===== config.mk =====
export PLATFORM = sky130hd
export DESIGN_NAME = crc_checked_frame_receiver
export DESIGN_NICKNAME = d
export VERILOG_FILES = /design/src/sv/crcfr_pkg.sv /design/src/sv/crcfr_ram.sv /design/src/sv/crcfr_ctrl.sv /design/src/sv/crc_checked_frame_receiver.sv
export SDC_FILE = /design/constraint.sdc
export NUM_CORES = 1
export LEC_CHECK = 0
export BUFFER_PORTS_ARGS = -buffer_cell sky130_fd_sc_hd__buf_2
export CELL_PAD_IN_SITES_DETAIL_PLACEMENT = 0
export CELL_PAD_IN_SITES_GLOBAL_PLACEMENT = 2
export CORE_MARGIN = 10
export CORE_UTILIZATION = 38
export DETAILED_ROUTE_END_ITERATION = 6
export PLACE_DENSITY = 0.74
export SLEW_MARGIN = 40
export SYNTH_ARGS = -nofsm -noshare
export SYNTH_HDL_FRONTEND = slang
export SYNTH_SLANG_ARGS = --single-unit
export TNS_END_PERCENT = 50

===== constraint.sdc =====
create_clock -name clk -period 3.67 [get_ports clk]
set_clock_uncertainty 0.15 [all_clocks]
set_input_delay 0.1835 -clock clk [delete_from_list [all_inputs] [get_ports clk]]
set_output_delay 0.1835 -clock clk [all_outputs]
set_load 0.01 [all_outputs]

===== src/sv/crcfr_pkg.sv =====
// Shared constants, types and the CRC-8 step for the checked frame receiver.
`timescale 1ns / 1ps
package crcfr_pkg;

  localparam int MAX_FRAME = 64;
  localparam int ADDR_W    = $clog2(MAX_FRAME);
  localparam int LEN_W     = $clog2(MAX_FRAME + 1);
  localparam logic [7:0] CRC_POLY = 8'hD5;
  localparam logic [7:0] MIN_LEN  = 8'd2;
  localparam logic [7:0] MAX_LEN  = 8'(MAX_FRAME - 2);

  typedef logic [ADDR_W-1:0] addr_t;
  typedef logic [LEN_W-1:0]  len_t;

  typedef enum logic [1:0] {
    STAT_FRAME    = 2'd0,
    STAT_LEN_ERR  = 2'd1,
    STAT_OVERFLOW = 2'd2,
    STAT_CRC_ERR  = 2'd3
  } status_t;

  typedef enum logic [1:0] {
    ST_RECV   = 2'b01,
    ST_REPLAY = 2'b10
  } state_t;

  function automatic logic [7:0] crc_fold(input logic [7:0] crc, input logic [7:0] b);
    logic [7:0] c;
    c = crc ^ b;
    for (int k = 0; k < 8; k++) begin
      c = c[7] ? ((c << 1) ^ CRC_POLY) : (c << 1);
    end
    return c;
  endfunction

endpackage


===== src/sv/crcfr_ram.sv =====
// Generic single-write, single-read RAM with registered read data.
`timescale 1ns / 1ps
module crcfr_ram #(
  parameter int WIDTH = 8,
  parameter int DEPTH = 64
) (
  input  logic                     clk,
  input  logic                     we,
  input  logic [$clog2(DEPTH)-1:0] waddr,
  input  logic [WIDTH-1:0]         wdata,
  input  logic [$clog2(DEPTH)-1:0] raddr,
  output logic [WIDTH-1:0]         rdata
);

  logic [WIDTH-1:0] mem [DEPTH];

  always_ff @(posedge clk) begin
    if (we) begin
      mem[waddr] <= wdata;
    end
    rdata <= mem[raddr];
  end

endmodule


===== src/sv/crcfr_ctrl.sv =====
// Deframer control: length and CRC checks, counters, frame replay and output register.
`timescale 1ns / 1ps
module crcfr_ctrl (
  input  logic                 clk,
  input  logic                 rst,
  input  logic                 in_valid,
  output logic                 in_ready,
  input  logic [7:0]           data_in,
  input  logic [31:0]          now_time,
  output logic                 out_valid,
  input  logic                 out_ready,
  output logic [1:0]           status,
  output logic [7:0]           frame_byte,
  output logic                 last,
  output logic [7:0]           frame_type,
  output crcfr_pkg::len_t      frame_length,
  output logic [31:0]          valid_count,
  output logic [31:0]          crc_error_count,
  output logic [31:0]          length_error_count,
  output logic [31:0]          overflow_count,
  output logic [31:0]          last_valid_time,
  output logic                 mem_we,
  output crcfr_pkg::addr_t     mem_waddr,
  output logic [7:0]           mem_wdata,
  output crcfr_pkg::addr_t     mem_raddr,
  input  logic [7:0]           mem_rdata
);

  import crcfr_pkg::*;

  state_t     state, state_next;
  len_t       pos, pos_next;
  len_t       exp_len, exp_len_next;
  logic [7:0] crc, crc_next;
  logic [7:0] type_hold, type_hold_next;
  len_t       rep_len, rep_len_next;
  addr_t      rd_addr, rd_addr_next;
  logic [31:0] valid_total, valid_total_next;
  logic [31:0] crc_err_total, crc_err_total_next;
  logic [31:0] len_err_total, len_err_total_next;
  logic [31:0] ovf_total, ovf_total_next;
  logic [31:0] good_time, good_time_next;
  logic [7:0]  good_type, good_type_next;
  logic        ov, ov_next;
  status_t     ost, ost_next;
  logic [7:0]  obyte, obyte_next;
  logic        olast, olast_next;
  len_t        olen, olen_next;
  logic        out_free, accept;
  len_t        pos_inc;
  logic        rep_last;

  assign out_free = !ov || out_ready;
  assign in_ready = (state == ST_RECV) && out_free;
  assign accept   = in_valid && in_ready;
  assign pos_inc  = pos + len_t'(1);
  assign rep_last = rd_addr == addr_t'(rep_len - len_t'(1));

  always_comb begin
    state_next         = state;
    pos_next           = pos;
    exp_len_next       = exp_len;
    crc_next           = crc;
    type_hold_next     = type_hold;
    rep_len_next       = rep_len;
    rd_addr_next       = rd_addr;
    valid_total_next   = valid_total;
    crc_err_total_next = crc_err_total;
    len_err_total_next = len_err_total;
    ovf_total_next     = ovf_total;
    good_time_next     = good_time;
    good_type_next     = good_type;
    ov_next            = ov && !out_ready;
    ost_next           = ost;
    obyte_next         = obyte;
    olast_next         = olast;
    olen_next          = olen;
    mem_we             = 1'b0;
    mem_waddr          = pos[ADDR_W-1:0];
    mem_wdata          = data_in;
    case (state)
      ST_RECV: begin
        if (accept) begin
          if (pos == len_t'(0)) begin
            mem_we   = 1'b1;
            pos_next = len_t'(1);
            crc_next = 8'd0;
          end else if (pos == len_t'(1)) begin
            if (data_in < MIN_LEN || data_in > MAX_LEN) begin
              len_err_total_next = len_err_total + 32'd1;
              pos_next     = '0;
              exp_len_next = '0;
              crc_next     = 8'd0;
              ov_next      = 1'b1;
              ost_next     = STAT_LEN_ERR;
              obyte_next   = 8'd0;
              olast_next   = 1'b1;
              olen_next    = '0;
            end else begin
              mem_we       = 1'b1;
              pos_next     = len_t'(2);
              exp_len_next = len_t'(data_in) + len_t'(2);
            end
          end else if (pos >= len_t'(MAX_FRAME)) begin
            ovf_total_next = ovf_total + 32'd1;
            pos_next     = '0;
            exp_len_next = '0;
            crc_next     = 8'd0;
            ov_next      = 1'b1;
            ost_next     = STAT_OVERFLOW;
            obyte_next   = 8'd0;
            olast_next   = 1'b1;
            olen_next    = '0;
          end else begin
            mem_we   = 1'b1;
            pos_next = pos_inc;
            if (pos == len_t'(2)) begin
              type_hold_next = data_in;
            end
            if (pos_inc < exp_len) begin
              crc_next = crc_fold(crc, data_in);
            end else if (data_in != crc) begin
              crc_err_total_next = crc_err_total + 32'd1;
              pos_next     = '0;
              exp_len_next = '0;
              crc_next     = 8'd0;
              ov_next      = 1'b1;
              ost_next     = STAT_CRC_ERR;
              obyte_next   = 8'd0;
              olast_next   = 1'b1;
              olen_next    = '0;
            end else begin
              valid_total_next = valid_total + 32'd1;
              good_time_next   = now_time;
              good_type_next   = type_hold;
              rep_len_next     = exp_len;
              rd_addr_next     = '0;
              pos_next         = '0;
              exp_len_next     = '0;
              crc_next         = 8'd0;
              state_next       = ST_REPLAY;
            end
          end
        end
      end
      ST_REPLAY: begin
        if (out_free) begin
          ov_next    = 1'b1;
          ost_next   = STAT_FRAME;
          obyte_next = mem_rdata;
          olast_next = rep_last;
          olen_next  = rep_len;
          if (rep_last) begin
            rd_addr_next = '0;
            state_next   = ST_RECV;
          end else begin
            rd_addr_next = rd_addr + addr_t'(1);
          end
        end
      end
      default: begin
        state_next = ST_RECV;
      end
    endcase
  end

  assign mem_raddr = rd_addr_next;

  always_ff @(posedge clk) begin
    if (rst) begin
      state         <= ST_RECV;
      pos           <= '0;
      exp_len       <= '0;
      crc           <= 8'd0;
      rd_addr       <= '0;
      valid_total   <= 32'd0;
      crc_err_total <= 32'd0;
      len_err_total <= 32'd0;
      ovf_total     <= 32'd0;
      good_time     <= 32'd0;
      good_type     <= 8'd0;
      ov            <= 1'b0;
    end else begin
      state         <= state_next;
      pos           <= pos_next;
      exp_len       <= exp_len_next;
      crc           <= crc_next;
      rd_addr       <= rd_addr_next;
      valid_total   <= valid_total_next;
      crc_err_total <= crc_err_total_next;
      len_err_total <= len_err_total_next;
      ovf_total     <= ovf_total_next;
      good_time     <= good_time_next;
      good_type     <= good_type_next;
      ov            <= ov_next;
    end
    type_hold <= type_hold_next;
    rep_len   <= rep_len_next;
    ost       <= ost_next;
    obyte     <= obyte_next;
    olast     <= olast_next;
    olen      <= olen_next;
  end

  assign out_valid          = ov;
  assign status             = ost;
  assign frame_byte         = obyte;
  assign last               = olast;
  assign frame_length       = olen;
  assign frame_type         = good_type;
  assign valid_count        = valid_total;
  assign crc_error_count    = crc_err_total;
  assign length_error_count = len_err_total;
  assign overflow_count     = ovf_total;
  assign last_valid_time    = good_time;

endmodule


===== src/sv/crc_checked_frame_receiver.sv =====
// Top level of the CRC-checked frame receiver: frame store RAM and deframer control.
// Input channel (in_valid/in_ready) carries one link byte and its arrival timestamp per
// transaction. Frames are address, length L (2..MAX_FRAME-2), type, payload and a CRC-8
// (polynomial 0xD5, init 0) over type and payload; a frame holds L+2 bytes.
// Output channel (out_valid/out_ready) gives one transaction per frame byte for a good
// frame, with last on its final byte, or a single status transaction for a length error,
// overflow or CRC error. Counters, last frame type and time ride on every transaction.
// Throughput: one input byte per cycle while the output register is free. When the final
// byte of a good frame is taken, input stops and the frame store RAM is read back at one
// byte per cycle while the output is not stalled; input resumes after the last byte is read.
// The first replayed byte passes through the RAM read register, then the output register;
// status results appear in the cycle after the byte that caused them.
// A stalled output holds its transaction and holds off input; nothing is dropped.
// Reset (rst, synchronous) clears the frame position, CRC, counters and output valid;
// the frame store needs no clearing since every byte replayed is written first.
`timescale 1ns / 1ps
module crc_checked_frame_receiver (
  input  logic                 clk,
  input  logic                 rst,
  input  logic                 in_valid,
  output logic                 in_ready,
  input  logic [7:0]           data_in,
  input  logic [31:0]          now_time,
  output logic                 out_valid,
  input  logic                 out_ready,
  output logic [1:0]           status,
  output logic [7:0]           frame_byte,
  output logic                 last,
  output logic [7:0]           frame_type,
  output crcfr_pkg::len_t      frame_length,
  output logic [31:0]          valid_count,
  output logic [31:0]          crc_error_count,
  output logic [31:0]          length_error_count,
  output logic [31:0]          overflow_count,
  output logic [31:0]          last_valid_time
);

  import crcfr_pkg::*;

  logic       mem_we;
  addr_t      mem_waddr;
  addr_t      mem_raddr;
  logic [7:0] mem_wdata;
  logic [7:0] mem_rdata;

  crcfr_ram #(
    .WIDTH(8),
    .DEPTH(MAX_FRAME)
  ) u_store (
    .clk  (clk),
    .we   (mem_we),
    .waddr(mem_waddr),
    .wdata(mem_wdata),
    .raddr(mem_raddr),
    .rdata(mem_rdata)
  );

  crcfr_ctrl u_ctrl (
    .clk               (clk),
    .rst               (rst),
    .in_valid          (in_valid),
    .in_ready          (in_ready),
    .data_in           (data_in),
    .now_time          (now_time),
    .out_valid         (out_valid),
    .out_ready         (out_ready),
    .status            (status),
    .frame_byte        (frame_byte),
    .last              (last),
    .frame_type        (frame_type),
    .frame_length      (frame_length),
    .valid_count       (valid_count),
    .crc_error_count   (crc_error_count),
    .length_error_count(length_error_count),
    .overflow_count    (overflow_count),
    .last_valid_time   (last_valid_time),
    .mem_we            (mem_we),
    .mem_waddr         (mem_waddr),
    .mem_wdata         (mem_wdata),
    .mem_raddr         (mem_raddr),
    .mem_rdata         (mem_rdata)
  );

`ifndef NO_ASSERTIONS
  a_status_last: assert property (@(posedge clk) disable iff (rst)
    out_valid && status != STAT_FRAME |-> last && frame_byte == 8'd0)
    else $error("status transaction without last");

  a_frame_len: assert property (@(posedge clk) disable iff (rst)
    out_valid && status == STAT_FRAME |->
      frame_length >= len_t'(4) && frame_length <= len_t'(MAX_FRAME))
    else $error("replayed frame length out of range");

  a_no_input_stall: assert property (@(posedge clk) disable iff (rst)
    in_ready |-> !out_valid || out_ready)
    else $error("input taken while output is stalled");

  a_valid_step: assert property (@(posedge clk) disable iff (rst)
    !$past(rst) |-> valid_count == $past(valid_count) ||
      valid_count == $past(valid_count) + 32'd1)
    else $error("valid count jumped");
`endif

endmodule


---- Yosys cells after proc, flatten, opt, wreduce, memory -nomap -nowiden ----
Memory sizes are Yosys's and may differ from the RTL's. A register that Yosys moved wholly into a read port is not among the register bits.
Index checks and enable logic that the tools add are counted.
storage, ports and cells
  output and inout port bits .............. 188
  flip-flop bits (word level) ............. 232
  memory bits (writable) .................. 512
  input bits .............................. 44
  logic and storage cells ................. 175
  memories ................................ 1
cells by class
  magnitude comparators ................... 4
  eq/ne operators ......................... 19
  add/sub/neg operators ................... 8
  reductions and logical operators ........ 19
  bitwise operators ....................... 14
  multiplexer cells ....................... 92
memory list
  memory       words  bits a word  rd ports  clocked after Yosys merged registers in  write ports  line             RTL
  u_store.mem  64     8            1         1                                        1            crcfr_ram.sv:15  logic [WIDTH-1:0] mem [DEPTH];
operator list
  operator                 count
  $mux W8                  20
  $add A32 B1 Y32 const B  4
  $mux W7                  16
  $mux W6                  8
  $not A5 Y5               8
  $mux W2                  17
  $mux W1                  24
  $reduce_and A7 Y1        3
  $pmux W8 S2              1
  $pmux W7 S2              1
  $pmux W6 S2              1
  $ne A2 B2 Y1 const B     5
  $reduce_and A5 Y1        2
  $gt A8 B6 Y1 const B     1
  $lt A8 B2 Y1 const B     1
  $ne A4 B4 Y1 const B     2
  $ne A8 B8 Y1             1
  $pmux W2 S2              2
  $reduce_and A8 Y1        1
  $xor A8 B8 Y8            1
  $add A7 B1 Y7 const B    1
  $add A7 B2 Y7 const B    1
  $eq A7 B1 Y1 const B     1
  $eq A7 B2 Y1 const B     1
  other kinds (22)         33

---- Depth between registers and ports, before layout ----
  word-level depth ........................ 21
  depth in mapped cells ................... 17
  mapped depth without buffers ............ 14

---- Modules after synthesis ----
A second synthesis with hierarchy kept.
second synthesis, totals
  cells, all modules ...................... 2180
  area total of the unflattened synthesis .. 30883.4 sq um
by module, submodules not included
  module      instances  area an instance (sq um)  cells an instance  sequential area each (sq um)
  crcfr_ram   1          20190.6                   972                15534.9
  crcfr_ctrl  1          10692.8                   1208               4974.8

---- Least setup slack after synthesis ----
OpenSTA, ideal clock, no wires.
  path kind ............................... register to register
  start point ............................. register u_ctrl.pos[0]
  end point ............................... register u_store.rdata[1] (read register of u_store.mem)
  library setup time ...................... 127 ps
  buffers on the path ..................... 4
  arrival time ............................ 3547 ps
  slack ................................... -155 ps
  required time ........................... 3393 ps
  cell stages (with the launch flop) ...... 17
  period minus slack after synthesis ...... 3825 ps
  cells stage by stage .................... dfxtp_1 > ha_1 > and3_1 > nand3_1 > xnor2_1 > ha_1 > or2_2 > buf_1 > a41oi_2 > a221o_1 > buf_2 > buf_4 > buf_6 > mux2i_1 > o2bb2ai_1 > a211oi_1 > o31ai_1
between the ends
  word-level cells in the longest chain between the ends .. 8
ends and longest elaborated chain
  item                      line               RTL
  start: declaration        crcfr_ctrl.sv:32   len_t pos, pos_next;
  start signal: assignment  crcfr_ctrl.sv:185  pos <= pos_next;
  $add A7 B1 Y7             crcfr_ctrl.sv:56   assign pos_inc = pos + len_t'(1);
  $lt A7 B7 Y1              crcfr_ctrl.sv:120  if (pos_inc < exp_len) begin
  $mux W6                   crcfr_ctrl.sv:120
  $mux W6                   crcfr_ctrl.sv:104  end else if (pos >= len_t'(MAX_FRAME)) begin
  $mux W6                   crcfr_ctrl.sv:88   end else if (pos == len_t'(1)) begin
  $mux W6 *                 crcfr_ctrl.sv:84   if (pos == len_t'(0)) begin
  $mux W6 *                 crcfr_ctrl.sv:83   if (accept) begin
  $pmux W6 S2 *             crcfr_ctrl.sv:81   case (state)
  end: declaration          crcfr_ram.sv:12    output logic [WIDTH-1:0] rdata
Mark *: on every way between the ends. The rest lies on a longest branch, timed or not.
A chain may end at the register's enable or synchronous reset.

---- Worst setup path after layout ----
  start point ............................. register u_ctrl.pos[0]
  end point ............................... register u_store.rdata[7] (read register of u_store.mem)
Same word-level chain as after synthesis.

==> results.cfg <==
[sta]
fmax_ghz = 0.258
min_period_ns = 3.88
rsz0062_at_grt = true
tightest_slew_ns = 0.807
drv_slew = 0
setup_slack_ns = -0.211
slew_headroom_pct = 46.2
finalHoldViolCount = 0
post-route-period-util_pct = 106
setup_viol = 9

[global_routing]
grt_max_degree = 94
grt_antenna_before_repair = 5
grt_usage_pct = 19.4
grt_overflow = 0
grt_pass1_vias = 22200
grt_pass1_wl_um = 140000

[yosys]
netlist_instances = 2451
postSynthNetCount = 2515
synth_top_area_cell = edfxtp_1
ys_ff_latch = 752
synth_edf_count = 545
yosysWarnings = 0
synthTopCellsByArea = edfxtp_1, dfxtp_1, nand2_1
netlist.area_leader.share_pct = 52.7
synth_async_sr_flop_share_pct = 0
synth_ff_type = edfxtp_1
ys_types = 83
syn_area_um2 = 31100
yosysSeqAreaShare_pct = 66.0
syn_area_per_cell_um2 = 12.7

[place]
place.gp.congestion = 0.888
dp_hpwl_um = 61600
place_ws_ns = -0.499
place.port_buffers = 231

[worst_setup_path]
timing.rr.start = u_ctrl.pos[0]$_SDFFE_PP0P_
cp.arrival_ns = 4.24
critPathCaptureType = flop
path_class = flop to flop
critPathMaxFanout = 5
cp-startpoint = u_ctrl.pos[0]$_SDFFE_PP0P_
required_ns = 4.03
worst_setup_path_start_kind = flop

[clock_tree]
clock-root-buffer = clkbuf_16
cts_htree_levels = 3
worst_skew_pair.late_latency_ns = 0.62
clk_pin_slew_ns = 0.06
clock_tree.buffer_depth = 3
cts_tree = done
clock_sinks = 752
cts_buffers = 82

[detailed_routing]
via_count = 22000
routed_wl_um = 93000
dr.pass1.iters = 5
drc_errors = 0
wl_per_cell_um = 22.3
via_per_inst = 5.27
drt_iter0_markers = 1776
ant_nets = 0

[pwr]
leakagePower_nw = 14.5
powerDensity_nw_per_um2 = 444
power_mw = 17.8
peakVddDrop_mv = 0.351

[hold_path]
hold_path.class = primary input to flop
min-delay-start = out_ready

[layout]
syn2layout_area_growth_pct = 28.9
register_area_um2 = 20500
multi_input_area_um2 = 10600
final_net_count = 3101
drive_gt1_share_pct = 29.5
fill_cells = 7093

[job]
max_cap_viol_count = 0

[die]
die_h_um = 306
io_pins = 232
die_area_um2 = 93600
core_area_um2 = 80800
initial_core_util_pct = 38.4
num_rows = 104
die_w_um = 306

[status]
status = finished, violations left
violations = negative setup slack
==> final cells by class <==
class,count,area share (%)
Timing Repair Buffer,621,12.0
Antenna cell,1,0.00625
Inverter,33,0.316
Multi-Input combinational cell,1547,26.6
Clock inverter,48,1.00
Clock buffer,101,5.51
Sequential cell,752,51.3
Tap cell,1060,3.31
==> synthesized netlist by cell type, drive strengths merged, types with 9 or more instances <==
| cell type | count |
|---|---|
| edfxtp | 545 |
| nand2 | 320 |
| nor2 | 260 |
| dfxtp | 207 |
| a21oi | 132 |
| mux2i | 101 |
| nand3 | 99 |
| xor2 | 91 |
| buf | 69 |
| xnor2 | 57 |
| mux2 | 53 |
| clkbuf | 50 |
| o21ai | 34 |
| inv | 33 |
| nor3 | 32 |
| a22oi | 30 |
| and3 | 29 |
| nand4 | 29 |
| o22ai | 25 |
| and2 | 21 |
| mux4 | 21 |
| ha | 20 |
| or3 | 19 |
| a32o | 16 |
| a211oi | 12 |
| a22o | 11 |
| a221oi | 9 |
| a31oi | 9 |
| nand2b | 9 |
| nor4 | 9 |
| o22a | 9 |
==> metal layers <==
layer | GRT usage, % | share of wire [%]
met1 | 25.2 | 42
met2 | 32.0 | 48
met3 | 4.63 | 7.5
met4 | 5.54 | 2.6
met5 | 0 | 0.0075
==> layout by cell type, fill, tap and decap left out, types with 28 or more instances in the layout <==
master,Yosys,layout
edfxtp_1,545,545
nand2_1,320,316
buf_4,5,288
nor2_1,259,248
buf_2,45,230
dfxtp_1,207,204
a21oi_1,132,126
nand3_1,99,94
mux2i_1,101,91
xor2_1,91,89
clkbuf_16,0,84
xnor2_1,56,54
dlygate4sd3_1,0,40
mux2_2,42,38
buf_12,0,34
nand4_1,29,29
inv_1,33,28
==> worst max-delay path, stage by stage (launching register included) <==
cell and delay (ns):
dfxtp_4 0.35, ha_4 0.16, and3_4 0.18, xor2_2 0.14, ha_1 0.31, a21o_1 0.18, a211oi_2 0.27, o21ai_4 0.12
a41oi_4 0.24, a221o_2 0.29, buf_12 0.16, buf_4 0.13, mux2_2 0.33, o22ai_2 0.17, nor3_2 0.07, buf_4 0.14
a211oi_2 0.15, buf_4 0.15, o31ai_1 0.06
==> through the flow <==
step	area (um2)	utilization (%)	cells	hold WS [ns]	TNS [ns]
floorplan	31100	-	2451	0.132	0
global route	40000	49.5	4162	0.0482	-3.79
detailed placement	35500	44.0	3926	0.281	-3.62
global placement	35500	44.0	3926	0.274	-3.98
CTS	39600	49.1	4153	0.00899	-1.18
finish	40000	49.5	4163	0.0537	-1.40
==> path summary, 6_finish.rpt <==
path | to | slack (ns) | cells past startpoint
setup / recovery | u_store.rdata[7]$_DFF_P_ | -0.21 | 18
setup reg to reg | u_store.rdata[7]$_DFF_P_ | -0.21 | 18
hold / removal | u_ctrl.out_valid$_SDFF_PP0_ | 0.05 | 4
hold reg to reg | u_ctrl.last_valid_time[12]$_SDFFE_PP0P_ | 0.30 | 2
==> state kept, by name, summed over array words and instances, names as in the netlist <==
signal	count
u_ctrl.frame_byte	8
u_ctrl.crc_error_count	32
u_store.mem	512
u_ctrl.overflow_count	32
u_ctrl.crc	8
u_ctrl.length_error_count	32
u_ctrl.status	2
u_ctrl.pos	7
u_ctrl.frame_type	8
u_ctrl.rd_addr	6
u_ctrl.exp_len	7
u_ctrl.state	2
u_ctrl.rep_len	7
u_ctrl.frame_length	7
u_store.rdata	8
u_ctrl.last	1
u_ctrl.out_valid	1
u_ctrl.valid_count	32
u_ctrl.type_hold	8
u_ctrl.last_valid_time	32
==> logic make-up (layout without fill, tap and decap cells) <==
kind of cell | count (synthesis) | count (layout) | synth area share [%]
muxes | 175 | 175 | 6.70
adders and majority gates | 20 | 20 | 0.806
other | 0 | 1 | 0
DFF | 752 | 752 | 66.0
AOI/OAI and AO/OA | 348 | 348 | 7.65
and+or+nand+nor | 856 | 856 | 12.3
buffers and inverters | 152 | 803 | 2.28
xor gates and xnor gates | 148 | 148 | 4.20
==> what timing repair did <==
action                                 4_1_cts  5_1_grt
pin swaps                                   42       29
setup endpoints to repair                   15       37
cloned                                       5        0
hold buffers                                40        0
buffers inserted                            34       11
resized for setup                          136       67
endpoints found under the hold margin      117        0
==> power breakdown <==
part	switching [mW]	leakage [nW]	total (mW)	internal, mW
Sequential	0.0123	6.60	9.14	9.13
Clock	3.38	1.27	8.07	4.69
Combinational	0.369	6.66	0.575	0.205
Power figures use the tool's default switching activity.
